===== src/sv/tzcl_pkg.sv =====
// Shared types, constants and helpers for the thermal zone current limit block.
`default_nettype none

package tzcl_pkg;

    localparam int ZONE_BITS     = 4;
    localparam int ZONES         = 1 << ZONE_BITS;
    localparam int CNT_BITS      = ZONE_BITS + 1;
    localparam int CUR_BITS      = 16;
    localparam int DEPTH_DEF     = 16;
    localparam int TEMP_BITS_DEF = 16;

    localparam logic OP_SAMPLE = 1'b0;
    localparam logic OP_WRITE  = 1'b1;

    // Result of one temperature sample.
    typedef struct packed {
        logic                 capped;
        logic [ZONE_BITS-1:0] zone;
        logic [CUR_BITS-1:0]  current;
    } res_t;

    // Zone index at or above the count falls back to the last valid zone.
    function automatic logic [ZONE_BITS-1:0] clamp_zone(
        input logic [ZONE_BITS-1:0] z,
        input logic [CNT_BITS-1:0]  n
    );
        logic [CNT_BITS-1:0] n_m1;
        begin
            n_m1 = n - CNT_BITS'(1);
            return ({1'b0, z} >= n) ? n_m1[ZONE_BITS-1:0] : z;
        end
    endfunction

endpackage

`default_nettype wire


===== src/sv/thermal_zone_current_limit_top.sv =====
// Top level of the thermal zone current limit block: stream ports, register, output stage.
`default_nettype none

// Thermal zone current limit. Each transfer on the s_ group is either a zone
// table write (s_tuser = 1), which loads one entry and forces the next sample
// to search the table afresh, or a temperature sample (s_tuser = 0), which
// yields exactly one result on the m_ group: the current limit and index of
// the zone in force and a flag set when the walk stopped at the DEPTH step cap.
// entry_count is written over cfg_valid/cfg_ready/cfg_data; the user must
// write it only while the block is idle, which the block does not enforce;
// 0 acts as 1 and values above 16 as 16. All table reads go through the
// single read port of the zone memory, one entry per cycle. The first sample
// after reset or a write scans from entry 0 to the first that fits, or the
// last; a later sample walks at most DEPTH link steps. The result register
// lets the next item in while a result waits on m_tready. The table has no
// reset; reading an entry never written gives undefined fields.
module thermal_zone_current_limit_top #(
    parameter int DEPTH     = tzcl_pkg::DEPTH_DEF,
    parameter int TEMP_BITS = tzcl_pkg::TEMP_BITS_DEF
) (
    input  wire logic                          clk,
    input  wire logic                          rst_n,
    // configuration: entry_count
    input  wire logic                          cfg_valid,
    output logic                               cfg_ready,
    input  wire logic [tzcl_pkg::CNT_BITS-1:0] cfg_data,
    // input items
    input  wire logic                          s_tvalid,
    output logic                               s_tready,
    // from bit 0: temperature, entry_index, cool_threshold, heat_threshold,
    // zone_current, heat_link, cool_link, zero fill
    input  wire logic [((3*TEMP_BITS+28+7)/8)*8-1:0] s_tdata,
    // operation
    input  wire logic                          s_tuser,
    // results
    output logic                               m_tvalid,
    input  wire logic                          m_tready,
    // from bit 0: current_limit, zone_index, walk_capped, zero fill
    output logic [23:0]                        m_tdata
);

    localparam int TB = TEMP_BITS;
    localparam int EW = 2 * TEMP_BITS + 24;   // stored entry width
    localparam int CB = tzcl_pkg::CNT_BITS;

    logic [CB-1:0] entry_count_reg;
    logic [CB-1:0] n;

    logic                  m_tvalid_reg, m_tvalid_next;
    tzcl_pkg::res_t        m_res_reg;

    logic                  res_valid, res_ready;
    tzcl_pkg::res_t        res;

    logic                  mem_we;
    logic [tzcl_pkg::ZONE_BITS-1:0] mem_waddr, mem_raddr;
    logic [EW-1:0]         mem_wdata, mem_rdata;

    // configuration register, always ready
    assign cfg_ready = 1'b1;

    always_ff @(posedge clk or negedge rst_n)
    begin
        if (!rst_n)
        begin
            entry_count_reg <= CB'(1);
        end
        else if (cfg_valid)
        begin
            entry_count_reg <= cfg_data;
        end
    end

    // usable zone count, 1 .. ZONES
    always_comb
    begin
        priority if (entry_count_reg == '0)
        begin
            n = CB'(1);
        end
        else if (entry_count_reg > CB'(tzcl_pkg::ZONES))
        begin
            n = CB'(tzcl_pkg::ZONES);
        end
        else
        begin
            n = entry_count_reg;
        end
    end

    tzcl_walk_ctrl #(
        .DEPTH     (DEPTH),
        .TEMP_BITS (TEMP_BITS)
    ) u_ctrl (
        .clk       (clk),
        .rst_n     (rst_n),
        .in_valid  (s_tvalid),
        .in_ready  (s_tready),
        .in_op     (s_tuser),
        .in_temp   (s_tdata[TB-1:0]),
        .in_idx    (s_tdata[TB+3:TB]),
        .in_cool   (s_tdata[2*TB+3:TB+4]),
        .in_heat   (s_tdata[3*TB+3:2*TB+4]),
        .in_cur    (s_tdata[3*TB+19:3*TB+4]),
        .in_hl     (s_tdata[3*TB+23:3*TB+20]),
        .in_cl     (s_tdata[3*TB+27:3*TB+24]),
        .n         (n),
        .res_valid (res_valid),
        .res_ready (res_ready),
        .res       (res),
        .mem_we    (mem_we),
        .mem_waddr (mem_waddr),
        .mem_wdata (mem_wdata),
        .mem_raddr (mem_raddr),
        .mem_rdata (mem_rdata)
    );

    tzcl_zone_mem #(
        .WIDTH (EW)
    ) u_mem (
        .clk   (clk),
        .we    (mem_we),
        .waddr (mem_waddr),
        .wdata (mem_wdata),
        .raddr (mem_raddr),
        .rdata (mem_rdata)
    );

    // output register: takes a result whenever it is empty or being drained
    assign res_ready = !m_tvalid_reg || m_tready;

    always_comb
    begin
        m_tvalid_next = m_tvalid_reg;
        if (res_valid && res_ready)
        begin
            m_tvalid_next = 1'b1;
        end
        else if (m_tready)
        begin
            m_tvalid_next = 1'b0;
        end
    end

    always_ff @(posedge clk or negedge rst_n)
    begin
        if (!rst_n)
        begin
            m_tvalid_reg <= 1'b0;
        end
        else
        begin
            m_tvalid_reg <= m_tvalid_next;
        end
    end

    always_ff @(posedge clk)
    begin
        if (res_valid && res_ready)
        begin
            m_res_reg <= res;
        end
    end

    assign m_tvalid = m_tvalid_reg;
    assign m_tdata  = {3'b000, m_res_reg.capped, m_res_reg.zone, m_res_reg.current};

endmodule

`default_nettype wire


===== src/sv/tzcl_zone_mem.sv =====
// Zone table: one write port, one read port, registered read data.
`default_nettype none

module tzcl_zone_mem #(
    parameter int WIDTH = 2 * tzcl_pkg::TEMP_BITS_DEF + 24
) (
    input  wire logic                           clk,
    input  wire logic                           we,
    input  wire logic [tzcl_pkg::ZONE_BITS-1:0] waddr,
    input  wire logic [WIDTH-1:0]               wdata,
    input  wire logic [tzcl_pkg::ZONE_BITS-1:0] raddr,
    output logic      [WIDTH-1:0]               rdata
);

    logic [WIDTH-1:0] mem [tzcl_pkg::ZONES];

    always_ff @(posedge clk)
    begin
        if (we)
        begin
            mem[waddr] <= wdata;
        end
        rdata <= mem[raddr];
    end

endmodule

`default_nettype wire


===== src/sv/tzcl_walk_ctrl.sv =====
// Sequencer: table writes, first-sample zone search and the link walk.
`default_nettype none

module tzcl_walk_ctrl #(
    parameter int DEPTH     = tzcl_pkg::DEPTH_DEF,
    parameter int TEMP_BITS = tzcl_pkg::TEMP_BITS_DEF
) (
    input  wire logic                           clk,
    input  wire logic                           rst_n,
    // item side
    input  wire logic                           in_valid,
    output logic                                in_ready,
    input  wire logic                           in_op,
    input  wire logic signed [TEMP_BITS-1:0]    in_temp,
    input  wire logic [tzcl_pkg::ZONE_BITS-1:0] in_idx,
    input  wire logic signed [TEMP_BITS-1:0]    in_cool,
    input  wire logic signed [TEMP_BITS-1:0]    in_heat,
    input  wire logic [tzcl_pkg::CUR_BITS-1:0]  in_cur,
    input  wire logic [tzcl_pkg::ZONE_BITS-1:0] in_hl,
    input  wire logic [tzcl_pkg::ZONE_BITS-1:0] in_cl,
    input  wire logic [tzcl_pkg::CNT_BITS-1:0]  n,
    // result side
    output logic                                res_valid,
    input  wire logic                           res_ready,
    output tzcl_pkg::res_t                      res,
    // table port
    output logic                                mem_we,
    output logic [tzcl_pkg::ZONE_BITS-1:0]      mem_waddr,
    output logic [2*TEMP_BITS+23:0]             mem_wdata,
    output logic [tzcl_pkg::ZONE_BITS-1:0]      mem_raddr,
    input  wire logic [2*TEMP_BITS+23:0]        mem_rdata
);

    localparam int ZB = tzcl_pkg::ZONE_BITS;
    localparam int SW = $clog2(DEPTH + 1);

    typedef enum logic [2:0] {S_IDLE, S_SCAN, S_MAX, S_MIN, S_WALK, S_DONE} state_t;
    typedef enum logic [1:0] {K_NONE, K_HEAT, K_COOL} kind_t;

    state_t                state_reg, state_next;
    kind_t                 kind_reg, kind_next;
    logic [ZB-1:0]         scan_reg, scan_next;
    logic [ZB-1:0]         z_reg, z_next;
    logic [ZB-1:0]         zone_reg, zone_next;
    logic [SW-1:0]         steps_reg, steps_next;
    logic                  located_reg, located_next;
    logic signed [TEMP_BITS-1:0] t_reg, t_next;
    logic signed [TEMP_BITS-1:0] tracked_reg, tracked_next;
    logic signed [TEMP_BITS-1:0] tmax_reg, tmax_next;
    logic signed [TEMP_BITS-1:0] tmin_reg, tmin_next;
    tzcl_pkg::res_t        res_reg, res_next;

    // entry fields as read back
    logic signed [TEMP_BITS-1:0] e_cool, e_heat, r_eff;
    logic [tzcl_pkg::CUR_BITS-1:0] e_cur;
    logic [ZB-1:0]         e_hl, e_cl, z_heat, z_cool, z_start;
    logic [tzcl_pkg::CNT_BITS-1:0] n_m1;

    assign e_cool = mem_rdata[TEMP_BITS-1:0];
    assign e_heat = mem_rdata[2*TEMP_BITS-1:TEMP_BITS];
    assign e_cur  = mem_rdata[2*TEMP_BITS+15:2*TEMP_BITS];
    assign e_hl   = mem_rdata[2*TEMP_BITS+19:2*TEMP_BITS+16];
    assign e_cl   = mem_rdata[2*TEMP_BITS+23:2*TEMP_BITS+20];

    assign n_m1    = n - tzcl_pkg::CNT_BITS'(1);
    assign z_heat  = tzcl_pkg::clamp_zone(e_hl, n);
    assign z_cool  = tzcl_pkg::clamp_zone(e_cl, n);
    assign z_start = tzcl_pkg::clamp_zone(zone_reg, n);

    assign in_ready  = (state_reg == S_IDLE);
    assign res_valid = (state_reg == S_DONE);
    assign res       = res_reg;

    assign mem_waddr = in_idx;
    assign mem_wdata = {in_cl, in_hl, in_cur, in_heat, in_cool};

    // tracked temperature after the step that brought in the entry now on the read port
    always_comb
    begin
        unique case (kind_reg)
            K_HEAT:
                r_eff = (t_reg > e_heat && e_heat < tmax_reg) ? e_heat : t_reg;
            K_COOL:
                r_eff = (t_reg <= e_cool && e_cool > tmin_reg) ? e_heat : t_reg;
            default:
                r_eff = tracked_reg;
        endcase
    end

    always_comb
    begin
        state_next   = state_reg;
        kind_next    = kind_reg;
        scan_next    = scan_reg;
        z_next       = z_reg;
        zone_next    = zone_reg;
        steps_next   = steps_reg;
        located_next = located_reg;
        t_next       = t_reg;
        tracked_next = tracked_reg;
        tmax_next    = tmax_reg;
        tmin_next    = tmin_reg;
        res_next     = res_reg;
        mem_we       = 1'b0;
        mem_raddr    = z_reg;

        unique case (state_reg)
            S_IDLE:
            begin
                if (in_valid)
                begin
                    if (in_op == tzcl_pkg::OP_WRITE)
                    begin
                        mem_we       = 1'b1;
                        located_next = 1'b0;
                    end
                    else
                    begin
                        t_next = in_temp;
                        if (!located_reg)
                        begin
                            mem_raddr  = '0;
                            scan_next  = '0;
                            state_next = S_SCAN;
                        end
                        else
                        begin
                            mem_raddr  = n_m1[ZB-1:0];
                            state_next = S_MAX;
                        end
                    end
                end
            end

            S_SCAN:
            begin
                if (t_reg <= e_heat || scan_reg == n_m1[ZB-1:0])
                begin
                    res_next.current = e_cur;
                    res_next.zone    = scan_reg;
                    res_next.capped  = 1'b0;
                    zone_next        = scan_reg;
                    tracked_next     = t_reg;
                    located_next     = 1'b1;
                    state_next       = S_DONE;
                end
                else
                begin
                    scan_next = scan_reg + ZB'(1);
                    mem_raddr = scan_reg + ZB'(1);
                end
            end

            S_MAX:
            begin
                tmax_next  = e_heat;
                mem_raddr  = '0;
                state_next = S_MIN;
            end

            S_MIN:
            begin
                tmin_next  = e_cool;
                z_next     = z_start;
                mem_raddr  = z_start;
                kind_next  = K_NONE;
                steps_next = '0;
                state_next = S_WALK;
            end

            S_WALK:
            begin
                res_next.current = e_cur;
                res_next.zone    = z_reg;
                res_next.capped  = 1'b0;
                priority if (t_reg == r_eff)
                begin
                    tracked_next = r_eff;
                    zone_next    = z_reg;
                    state_next   = S_DONE;
                end
                else if (steps_reg >= SW'(DEPTH))
                begin
                    res_next.capped = 1'b1;
                    tracked_next    = r_eff;
                    zone_next       = z_reg;
                    state_next      = S_DONE;
                end
                else if (t_reg > r_eff && t_reg > e_heat)
                begin
                    tracked_next = r_eff;
                    z_next       = z_heat;
                    mem_raddr    = z_heat;
                    kind_next    = K_HEAT;
                    steps_next   = steps_reg + SW'(1);
                end
                else if (t_reg < r_eff && t_reg <= e_cool)
                begin
                    tracked_next = r_eff;
                    z_next       = z_cool;
                    mem_raddr    = z_cool;
                    kind_next    = K_COOL;
                    steps_next   = steps_reg + SW'(1);
                end
                else
                begin
                    // thresholds hold: settle on the sample
                    tracked_next = t_reg;
                    zone_next    = z_reg;
                    state_next   = S_DONE;
                end
            end

            S_DONE:
            begin
                if (res_ready)
                begin
                    state_next = S_IDLE;
                end
            end

            default:
            begin
                state_next = S_IDLE;
            end
        endcase
    end

    always_ff @(posedge clk or negedge rst_n)
    begin
        if (!rst_n)
        begin
            state_reg   <= S_IDLE;
            kind_reg    <= K_NONE;
            steps_reg   <= '0;
            located_reg <= 1'b0;
            zone_reg    <= '0;
            tracked_reg <= '0;
        end
        else
        begin
            state_reg   <= state_next;
            kind_reg    <= kind_next;
            steps_reg   <= steps_next;
            located_reg <= located_next;
            zone_reg    <= zone_next;
            tracked_reg <= tracked_next;
        end
    end

    always_ff @(posedge clk)
    begin
        scan_reg <= scan_next;
        z_reg    <= z_next;
        t_reg    <= t_next;
        tmax_reg <= tmax_next;
        tmin_reg <= tmin_next;
        res_reg  <= res_next;
    end

    a_steps_bounded: assert property (@(posedge clk) disable iff (!rst_n)
        steps_reg <= SW'(DEPTH))
        else $error("walk step count past cap");

    a_write_clears_located: assert property (@(posedge clk) disable iff (!rst_n)
        (in_valid && in_ready && in_op == tzcl_pkg::OP_WRITE) |=> !located_reg)
        else $error("table write left located set");

    a_sample_blocks_input: assert property (@(posedge clk) disable iff (!rst_n)
        (in_valid && in_ready && in_op == tzcl_pkg::OP_SAMPLE) |=> !in_ready)
        else $error("new item taken while a sample is in progress");

    a_result_held: assert property (@(posedge clk) disable iff (!rst_n)
        (res_valid && !res_ready) |=> (res_valid && $stable(res_reg)))
        else $error("pending result lost or changed");

endmodule

`default_nettype wire

===== config.mk =====
export PLATFORM = sky130hd
export DESIGN_NAME = thermal_zone_current_limit_top
export DESIGN_NICKNAME = d
export VERILOG_FILES = /design/src/sv/tzcl_pkg.sv /design/src/sv/thermal_zone_current_limit_top.sv /design/src/sv/tzcl_zone_mem.sv /design/src/sv/tzcl_walk_ctrl.sv
export SDC_FILE = /design/constraint.sdc
export NUM_CORES = 1
export LEC_CHECK = 0
export BUFFER_PORTS_ARGS = -buffer_cell sky130_fd_sc_hd__buf_2
export CORE_UTILIZATION = 25
export CTS_CLUSTER_SIZE = 10
export DETAILED_ROUTE_END_ITERATION = 12
export SLEW_MARGIN = 15
export SYNTH_ARGS = -nofsm -noshare
export SYNTH_HDL_FRONTEND = slang
export SYNTH_SLANG_ARGS = --single-unit

===== constraint.sdc =====
create_clock -name clk -period 5.9 [get_ports clk]
set_clock_uncertainty 0.05 [all_clocks]
set_input_delay 0.59 -clock clk [delete_from_list [all_inputs] [get_ports clk]]
set_output_delay 0.59 -clock clk [all_outputs]
set_load 0.01 [all_outputs]

==> out/qor.txt <==
GRT busiest layer -> met2
Final hold vios -> 0
Failing checks -> negative setup slack
Design area -> 58100 um2
Most numerous cell in the Yosys netlist -> edfxtp_1
Final HPWL DP -> 77500 um
#FFs+latches synth -> 1087
Vias in the first global route -> 30000
WP buf/inv -> 6
CTS H-tree lvls -> 3
Layout area overhead -> 26.5%
Yosys cell types -> 78
Hold Path Class -> input pin to register
Final WL -> 143000 um
Inserted Clock Buffers -> 120
Root Driver -> clkbuf_16
Grt met2 use -> 25.6%
M1 GR Usage -> 17.7%
Max cap viols -> 0
Kind of cell adding the most delay to the critical path -> simple AND/OR/NAND/NOR gates
Run status -> complete, but fails checks
Aggregate global routing overflow -> 0
Pin count of the biggest net entering global routing -> 75
Worst Path Required -> 6.27 ns
Starting density of the core -> 25.1%
Total GRT Usage -> 14.5%
Mapped Area -> 46000 um2
PortBufs -> 109
Total die area -> 186000 um2
Antenna violations before repair -> 38
Slew HR -> 29.1%
Die extent in x -> 431 um
Most frequent CP cell -> nand4_1
Avg Inst Size Synth -> 13.6 um2
Chip height -> 431 um
I/O pin cnt -> 118
Vias per cell -> 4.87
Post-synth EDFFs -> 994
Post-Synthesis Cells -> 3368
CTS tree -> yes
Biggest regs -> u_mem.mem (896), u_mem.rdata (56)
Cell taking the most area after synthesis -> edfxtp_1
Top cell type's share of synthesized area -> 64.9%
Setup_tns -> -38.82 ns
Critical Path Start Type -> register
WHS -> 0.0370 ns
Max FFs per register -> 896
Register with the most flip-flops -> u_mem.mem
Register area share after synthesis -> 69.4%
Bufs on Longest Clock Path -> 3
Minimum clock period -> 6.78 ns
Max Freq -> 148 MHz
Core Area -> 183000 um2
Top post-synthesis cells by count -> 994 x edfxtp_1, 500 x nand2_1, 449 x a211oi_1
Arr. time, crit path -> 7.15 ns
First-pass DRT Iterations -> 6
WL per Instance -> 22.6 um
Slew Limit Fails -> 0
Dpl cell area -> 51600 um2
M3 GR Usage -> 2.35%
Ranking of synthesized cells by area -> edfxtp_1 65%, a211oi_1 7.3%, a311o_1 4.9%
Initial DRC count -> 3114
Antenna-violating nets left -> 0
RSZ-0062 raised after global routing -> yes
DR DRC count -> 0
Worst Setup End Kind -> register
Reg clk slew, reported paths -> 0.06 ns
First-pass GRT wire length -> 201000 um
Crit path max fanout -> 8
Row cnt -> 157
GPL Wtd Cong -> 0.816
Least-Margin Pin Slew -> 1.06 ns
Clk sink count -> 1087
Synth warnings -> 0
Clock latency at the later pin of the worst-skew pair -> 0.74 ns
Max stage delay on crit path -> 0.60 ns
Worst path slowest cell -> or4_4
Ys flop type -> edfxtp_1
Vias -> 30800
Kind of critical path -> register to register
Nets@finish -> 3939
Share of layout cells above drive strength 1 -> 21.9%
# fillers -> 17800
Ys async rst share -> 3.40%
Period utilization -> 115%
Final WS setup -> -0.877 ns
# setup viols final -> 56
==> path summary, 6_finish.rpt <==
path / start / endpoint / slack, ns / depth (start not counted)
hold / removal: s_tdata[13] / u_ctrl.t_reg[13] / 0.04 / 1
setup / recovery: u_ctrl.t_reg[14] / u_mem.rdata[26] / -0.88 / 26
setup reg to reg: u_ctrl.t_reg[14] / u_mem.rdata[26] / -0.88 / 26
min in group asynchronous: rst_n / u_ctrl.located_reg / 0.55 / 2
max in group asynchronous: rst_n / u_ctrl.tracked_reg[9] / 4.64 / 2
hold reg to reg: u_mem.rdata[37] / u_ctrl.res[5] / 0.35 / 0
==> through the flow <==
stage	cells	util (%)	worst slack (ns)
6_report	6321	31.8	-0.877
5_1_grt	6316	31.8	-1.07
4_1_cts	6275	31.2	-0.749
3_5_place_dp	5975	28.2	-1.11
3_3_place_gp	5975	28.2	-1.05
2_1_floorplan	3370	-	0.0165
==> routing by layer <==
metal  vias to the layer above  wire, um  part of all wire [%]
met5                         -       138                 0.097
met4                        24      5320                   3.7
met3                       320      9820                   6.9
met2                      1259     70800                    50
met1                     15500     56700                    40
li1                      13700         -                     -
==> cell usage in the layout (no fill, tap or decap), drive strengths merged, types with 4 or more instances in the layout <==
master | synthesis | layout
edfxtp | 994 | 994
nand2 | 500 | 500
buf | 100 | 469
a211oi | 451 | 451
inv | 331 | 333
a311o | 224 | 224
clkbuf | 142 | 222
ha | 97 | 97
nand4 | 69 | 69
dfxtp | 56 | 56
o21ai | 46 | 46
nor2 | 46 | 46
a21oi | 39 | 39
dfrtp | 36 | 36
a22oi | 31 | 31
mux2 | 24 | 24
a21o | 17 | 17
mux2i | 16 | 16
dlygate4sd3 | 0 | 13
nand3 | 12 | 12
nand2b | 10 | 10
o211ai | 10 | 10
o21a | 9 | 9
nor3 | 9 | 9
diode | 0 | 8
nor2b | 8 | 8
bufbuf | 0 | 7
clkinv | 1 | 7
and4 | 6 | 6
a31oi | 6 | 6
xor2 | 5 | 5
or4 | 5 | 5
o31ai | 5 | 5
or3 | 4 | 4
conb | 2 | 4
and3 | 4 | 4
a211o | 4 | 4
==> repair_timing <==
item                                    CTS  global route
hold buffers                             13             0
endpoints found under the setup margin   56            80
hold endpoints to repair                 48             0
gates cloned                             22            13
gates resized for setup                 157           116
pin swaps                                63            67
buffers inserted                         45            31
==> cell type report <==
type / instances / area [um2] / area share (%)
inverter: 332 / 1250 / 2.14
tap: 2464 / 3080 / 5.30
sequential: 1087 / 31900 / 54.9
timing repair buffer: 501 / 5360 / 9.22
antenna: 8 / 20.0 / 0.0344
clock inverter: 10 / 189 / 0.325
clock buffer: 210 / 3410 / 5.87
multi-input combinational: 1709 / 12900 / 22.2
==> kinds of logic after synthesis <==
kind of cell    after synthesis  synth area share, %
mux                          40                0.936
simple gates                688                 6.48
buf+inv                     574                 5.17
other cells                   2               0.0163
flops                      1087                 69.4
xor+xnor                      7                0.133
fa+ha+maj                    97                 2.64
compound gates              873                 15.2
Power is left out: the tool's default activity adds up to more than one toggle a clock period on the data nets, which glitch-free logic cannot reach.
